### config.mk
export PLATFORM = sky130hd
export DESIGN_NAME = vpd_cell
export DESIGN_NICKNAME = d
export VERILOG_FILES = /design/src/design/vpd_pkg.sv /design/src/design/vpd_cell.sv
export VERILOG_INCLUDE_DIRS = /design/src /design/src/design
export SDC_FILE = /design/constraint.sdc
export NUM_CORES = 1
export LEC_CHECK = 0
export BUFFER_PORTS_ARGS = -buffer_cell sky130_fd_sc_hd__clkbuf_2
export CAP_MARGIN = 5
export CORE_MARGIN = 2
export CORE_UTILIZATION = 52
export CTS_CLUSTER_SIZE = 10
export DETAILED_ROUTE_END_ITERATION = 16
export MAX_ROUTING_LAYER = met4
export PLACE_DENSITY = 0.82
export SETUP_SLACK_MARGIN = 0.05
export SYNTH_ARGS = -nofsm -noshare
export SYNTH_HDL_FRONTEND = slang
export SYNTH_SLANG_ARGS = --single-unit
### constraint.sdc
create_clock -name clk -period 7.7 [get_ports clk]
set_input_delay 0.385 -clock clk [delete_from_list [all_inputs] [get_ports clk]]
set_output_delay 0.385 -clock clk [all_outputs]
set_load 0.03 [all_outputs]
### src/design/vertex_position_dedup_defines.svh
// Assertion macros shared by the vertex position dedup RTL.
// Each macro expects signals named clk and rst_n in the scope where it is used.
`ifndef VERTEX_POSITION_DEDUP_DEFINES_SVH
`define VERTEX_POSITION_DEDUP_DEFINES_SVH

// The consequent must hold in the same cycle as the antecedent.
`define VPD_ASSERT_SAME(lbl, ante, cons, msg) \
  lbl: assert property (@(posedge clk) disable iff (!rst_n) (ante) |-> (cons)) \
    else $error(msg);

// The consequent must hold in the cycle after the antecedent.
`define VPD_ASSERT_NEXT(lbl, ante, cons, msg) \
  lbl: assert property (@(posedge clk) disable iff (!rst_n) (ante) |=> (cons)) \
    else $error(msg);

`endif

### src/design/vpd_pkg.sv
// Package for the vertex position dedup block: query type, constants and helpers.
// Used by vpd_cell, vpd_out_stage and vertex_position_dedup.
package vpd_pkg;

  localparam int DEFAULT_TABLE_DEPTH = 1024;
  localparam int COORD_W             = 32;
  localparam int INDEX_OUT_W         = 10;
  localparam int IN_DATA_W           = 96;
  localparam int OUT_DATA_W          = 112;
  localparam int OUT_USER_W          = 2;

  localparam logic [COORD_W-1:0] NEG_ZERO = 32'h8000_0000;

  // Bit positions of the result flags in out_tuser.
  localparam int USER_IS_NEW   = 0;
  localparam int USER_OVERFLOW = 1;

  // Position key with minus zero folded into plus zero.
  typedef struct packed {
    logic [COORD_W-1:0] z;
    logic [COORD_W-1:0] y;
    logic [COORD_W-1:0] x;
  } key_t;

  // One corner travelling down the chain of cells.
  typedef struct packed {
    logic       valid;
    key_t       key;
    logic [2:0] neg_zero;  // input coordinate was minus zero (z, y, x)
    logic       last;
    logic       found;
    logic       is_new;
  } query_t;

  function automatic logic [COORD_W-1:0] fold_zero(input logic [COORD_W-1:0] bits);
    fold_zero = (bits == NEG_ZERO) ? '0 : bits;
  endfunction

  function automatic logic [COORD_W-1:0] unfold_zero(input logic [COORD_W-1:0] bits,
                                                    input logic neg);
    unfold_zero = neg ? NEG_ZERO : bits;
  endfunction

endpackage

### src/design/vpd_cell.sv
// One entry of the vertex table: a stored key, its valid bit and one query stage.
// Depends on vpd_pkg and vertex_position_dedup_defines.svh.
`include "vertex_position_dedup_defines.svh"

module vpd_cell #(
  parameter int TABLE_DEPTH = vpd_pkg::DEFAULT_TABLE_DEPTH,
  parameter int CELL_INDEX  = 0,
  localparam int IDX_W      = $clog2(TABLE_DEPTH)
) (
  input  logic                clk,
  input  logic                rst_n,
  input  logic                adv_i,
  input  vpd_pkg::query_t     q_i,
  input  logic [IDX_W-1:0]    idx_i,
  output vpd_pkg::query_t     q_o,
  output logic [IDX_W-1:0]    idx_o
);

  localparam logic [IDX_W-1:0] CELL_IDX = IDX_W'(CELL_INDEX);

  vpd_pkg::query_t   q_r, q_nxt;
  logic [IDX_W-1:0]  idx_r, idx_nxt;
  logic              valid_r, valid_nxt;
  vpd_pkg::key_t     key_r, key_nxt;
  logic              hit;

  // Match or claim this entry, then drop it when the end of a mesh passes.
  always_comb begin
    q_nxt     = q_i;
    idx_nxt   = idx_i;
    valid_nxt = valid_r;
    key_nxt   = key_r;
    hit       = valid_r && (key_r == q_i.key);
    if (q_i.valid && !q_i.found && !q_i.is_new) begin
      if (hit) begin
        q_nxt.found = 1'b1;
        idx_nxt     = CELL_IDX;
      end else if (!valid_r) begin
        key_nxt      = q_i.key;
        valid_nxt    = 1'b1;
        q_nxt.is_new = 1'b1;
        idx_nxt      = CELL_IDX;
      end
    end
    if (q_i.valid && q_i.last) begin
      valid_nxt = 1'b0;
    end
  end

  // Control state of the cell.
  always_ff @(posedge clk) begin
    if (!rst_n) begin
      valid_r <= 1'b0;
      q_r     <= '0;
    end else if (adv_i) begin
      valid_r <= valid_nxt;
      q_r     <= q_nxt;
    end
  end

  // Stored key and index payload.
  always_ff @(posedge clk) begin
    if (adv_i) begin
      key_r <= key_nxt;
      idx_r <= idx_nxt;
    end
  end

  assign q_o   = q_r;
  assign idx_o = idx_r;

  `VPD_ASSERT_NEXT(a_cell_clear, adv_i && q_i.valid && q_i.last, !valid_r,
                   "cell still valid after the end of a mesh passed")
  `VPD_ASSERT_NEXT(a_cell_claim,
                   adv_i && q_i.valid && !q_i.found && !q_i.is_new && !valid_r && !q_i.last,
                   valid_r && q_r.is_new && (idx_r == CELL_IDX),
                   "unseen position did not claim a free entry")

endmodule

== Yosys cells after proc, flatten, opt, wreduce, memory -nomap -nowiden ==
Index checks and enable logic that the tools add are counted.

* Flip-flop bits (word level): 210

* Equality and inequality tests: 2
* Multiplexer cells: 10
* Bitwise operators: 2
* Reduce and logical (&&, ||, !) cells: 9

{| class="wikitable"
|+ Operator list
! cell !! count
|-
| equality test 96 bit || 1
|-
| 2-to-1 mux 10 bit || 3
|-
| 2-to-1 mux 1 bit || 6
|-
| logical AND 1 bit || 4
|-
| AND reduction 4 bit || 1
|-
| AND reduction 3 bit || 1
|-
| logical NOT 1 bit || 2
|-
| 2-to-1 mux 2 bit || 1
|-
| != test 2 x 1 -> 1 bit, second input constant || 1
|-
| NOT 1 bit || 2
|-
| nonzero test 2 bit || 1
|}

== Longest topological paths before layout ==
* Depth after elaboration: 5
* Gate-level depth with buffers: 7

== Worst setup path before layout ==
OpenSTA, ideal clock, no wires.

* Path kind: in2reg
* Start point: input adv_i
* End point: register key_r[0] (netlist name), enable pin
* Setup time: 0.553 ns
* Data arrival time: 5.107 ns
* Required time: 7.147 ns
* Path slack: 2.040 ns
* Cell stages on the path: 4
* Cells stage by stage: clkbuf_1 clkbuf_1 nand2_1 nor2_1

* Cells in the longest elaborated chain, start to end: 1

{| class="wikitable"
|+ RTL lines
! element !! line !! text
|-
| start, declared || vpd_cell.sv:12 || <nowiki>input logic adv_i,</nowiki>
|-
| AND reduction 4 bit (no source line) || n/a ||
|-
| end signal, assigned || vpd_cell.sv:64 || <nowiki>key_r <= key_nxt;</nowiki>
|-
| end, declared || vpd_cell.sv:24 || <nowiki>vpd_pkg::key_t key_r, key_nxt;</nowiki>
|}

No other way between the ends.
A chain may end at the register's enable or synchronous reset.

== Worst setup path after layout ==
* Start point: input adv_i
* End point: register key_r[92] (netlist name), enable pin

The elaborated chain is that of the path after synthesis.

==> flow_metrics.py <==
metrics = {
    "status": {
        "status": "complete, no violations",
    },
    "timing": {
        "grt_setup_unrepaired": "false",
        "holdWs_ps": 116,
        "finalHoldViolations": 0,
        "finalCritPeriodShare": 0.347,
        "skew_ps": 5.81,
        "worst_pin_slew_ps": 1080,
        "fin_tns_setup_ps": 0,
        "worst_slack_ps": 5030,
        "relSlewSlack": 0.276,
        "report.final.slew_viol_count": 0,
        "fmax_ghz": 0.375,
        "setup_viol": 0,
        "period_needed_ps": 2670,
    },
    "grt": {
        "grt_start_max_net_pins": 106,
        "antenna_found_initial": 0,
        "grt_first_pass_wirelength_um": 25500,
        "grt_pass1_vias": 5103,
        "gr-total-overflow": 0,
        "grt_usage": 0.196,
    },
    "placement": {
        "dp.cells": 1025,
        "place_congestion": 0.751,
        "hpwl_um": 11600,
        "place_area_um2": 9610,
        "pre_cts_slack_ps": 4400,
        "portBuffers": 228,
    },
    "floorplan": {
        "die_h_um": 130,
        "dieArea_um2": 16900,
        "coreArea_um2": 15700,
        "die_w_um": 130,
        "start_util": 0.526,
        "ioPinCount": 229,
        "rows": 46,
    },
    "routing": {
        "route.detailed.drc": 0,
        "first_pass_iters": 5,
        "ant_nets": 0,
        "wl_per_cell_um": 15.5,
        "vias_per_cell": 4.91,
        "drtIter0Drc": 265,
        "routed_wl_um": 16600,
        "via_count": 5248,
    },
    "synth": {
        "synth-seq-cells": 210,
        "yosys_warnings": 0,
        "synth_cell_types": 21,
        "syn-num-nets": 719,
        "yosysSeqAreaShare": 0.637,
        "avgSynthCellArea_um2": 13.7,
        "netlist_area_um2": 8260,
        "syn_inst": 603,
    },
    "final_layout": {
        "fin_area_um2": 10300,
        "area_growth_pct": 24.7,
        "antenna_cells": 0,
        "fillers": 1204,
        "drive_gt1_frac": 0.305,
        "layout.cells.non_filler": 1068,
        "final_util": 0.656,
        "multi_input_area_um2": 2900,
        "regArea_um2": 5270,
        "final_nets": 951,
    },
    "flow_run": {
        "drv_cap": 0,
    },
    "clocking": {
        "path_clk_slew_ps": 50,
        "cts_tree": "yes",
        "cts-root-buf": "clkbuf_16",
        "ctsResizeCount": 0,
        "ctsHoldBuffers": 0,
        "clk_path_buf_depth": 3,
        "clkLatencyLatePin_ps": 490,
        "cts_num_sinks": 210,
        "cts_buffers": 24,
        "htree_levels": 1,
        "cts_setup_buffers": 0,
    },
    "power_and_ir_drop": {
        "total_power_mw": 2.53,
        "p_per_area_nw_per_um2": 246,
        "vdd_drop_max_mv": 0.155,
        "p_leak_nw": 4.45,
    },
    "critical_path": {
        "cp_max_fo": 74,
        "cp-start-kind": "primary input",
        "arrival_ps": 2790,
        "crit_path_end_kind": "flip-flop",
        "cp.required_ps": 7820,
        "worstSetupPathType": "primary input to flip-flop",
    },
    "hold_path": {
        "hold_class": "primary input to flip-flop",
    },
}
## routing by layer
layer	part of all wire	wire (um)	global-route usage
met4	0.022	363	0.0607
met2	0.47	7850	0.316
met1	0.45	7410	0.257
met5	0	0	-
met3	0.057	943	0.0320
## synth_stat cells
cell type,n,area share
o21a_1,1,0.00091
nand2b_1,1,0.00076
nor2b_1,102,0.077
nor4_4,1,0.0026
nor3_1,1,0.00061
edfxtp_1,106,0.39
nand3_1,2,0.0012
nor4_1,25,0.019
a21o_1,1,0.00091
dfxtp_1,104,0.25
nor2_1,5,0.0023
or3_1,1,0.00076
mux2i_1,102,0.12
nand4_1,6,0.0045
mux2_2,1,0.0014
buf_4,1,0.00091
a21oi_1,11,0.0067
xor2_1,96,0.10
buf_2,10,0.0061
nand2_1,12,0.0055
clkbuf_1,14,0.0064
## report_power, final
| group | total (mW) | internal [mW] | switching (mW) |
|---|---|---|---|
| Clock | 1.01 | 0.601 | 0.404 |
| Combinational | 0.279 | 0.103 | 0.176 |
| Sequential | 1.24 | 1.22 | 0.0212 |
## area by class of cell
type | instances | area share
flip-flops and latches | 210 | 0.511
multi-input cells | 368 | 0.282
repair buffers | 231 | 0.114
clock buffers | 43 | 0.0673
well taps | 216 | 0.0262
## worst paths after layout
kind,startpoint,end,slack (ps),depth (start not counted)
max,adv_i,key_r[92],5030,4
min,q_i[97],key_r[91],120,1
max reg2reg,key_r[27],idx_o[5],5080,5
min reg2reg,q_o[64],q_o[64],510,2
## logic make-up after synthesis
logic type / count (synthesis) / share of synthesized area
mux: 103 / 0.125
flops: 210 / 0.637
xor+xnor: 96 / 0.102
buf+inv: 25 / 0.0133
simple gates: 156 / 0.114
compound gates: 13 / 0.00848
## state kept, by name (all words and copies together) (netlist names)
signal and count:
idx_o 10, valid_r 1, key_r 96, q_o 103
## worst max-delay path, cell delays in order
cell and delay (ps):
buf_6 580, nand2_1 200, nor2_4 860, buf_4 710
## placed cells by master, fill, tap and decap left out
cell type  synthesis  routed
clkbuf_2           0     227
edfxtp_1         106     106
dfxtp_1          104     104
mux2i_1          102     102
nor2b_1          102     102
xor2_1            96      96
clkbuf_16          0      25
nor4_1            25      24
clkbuf_1          14      18
nand2_1           12      12
a21oi_1           11      11
nand4_1            6       6
nor2_1             5       4
buf_4              1       3
nand3_1            2       2
nor4_2             0       1
nand2b_1           1       1
nor4_4             1       1
or3_1              1       1
nor2_4             0       1
nor3_1             1       1
a21o_1             1       1
mux2_2             1       1
o21a_1             1       1
buf_6              0       1
Power figures use the tool's default switching activity.
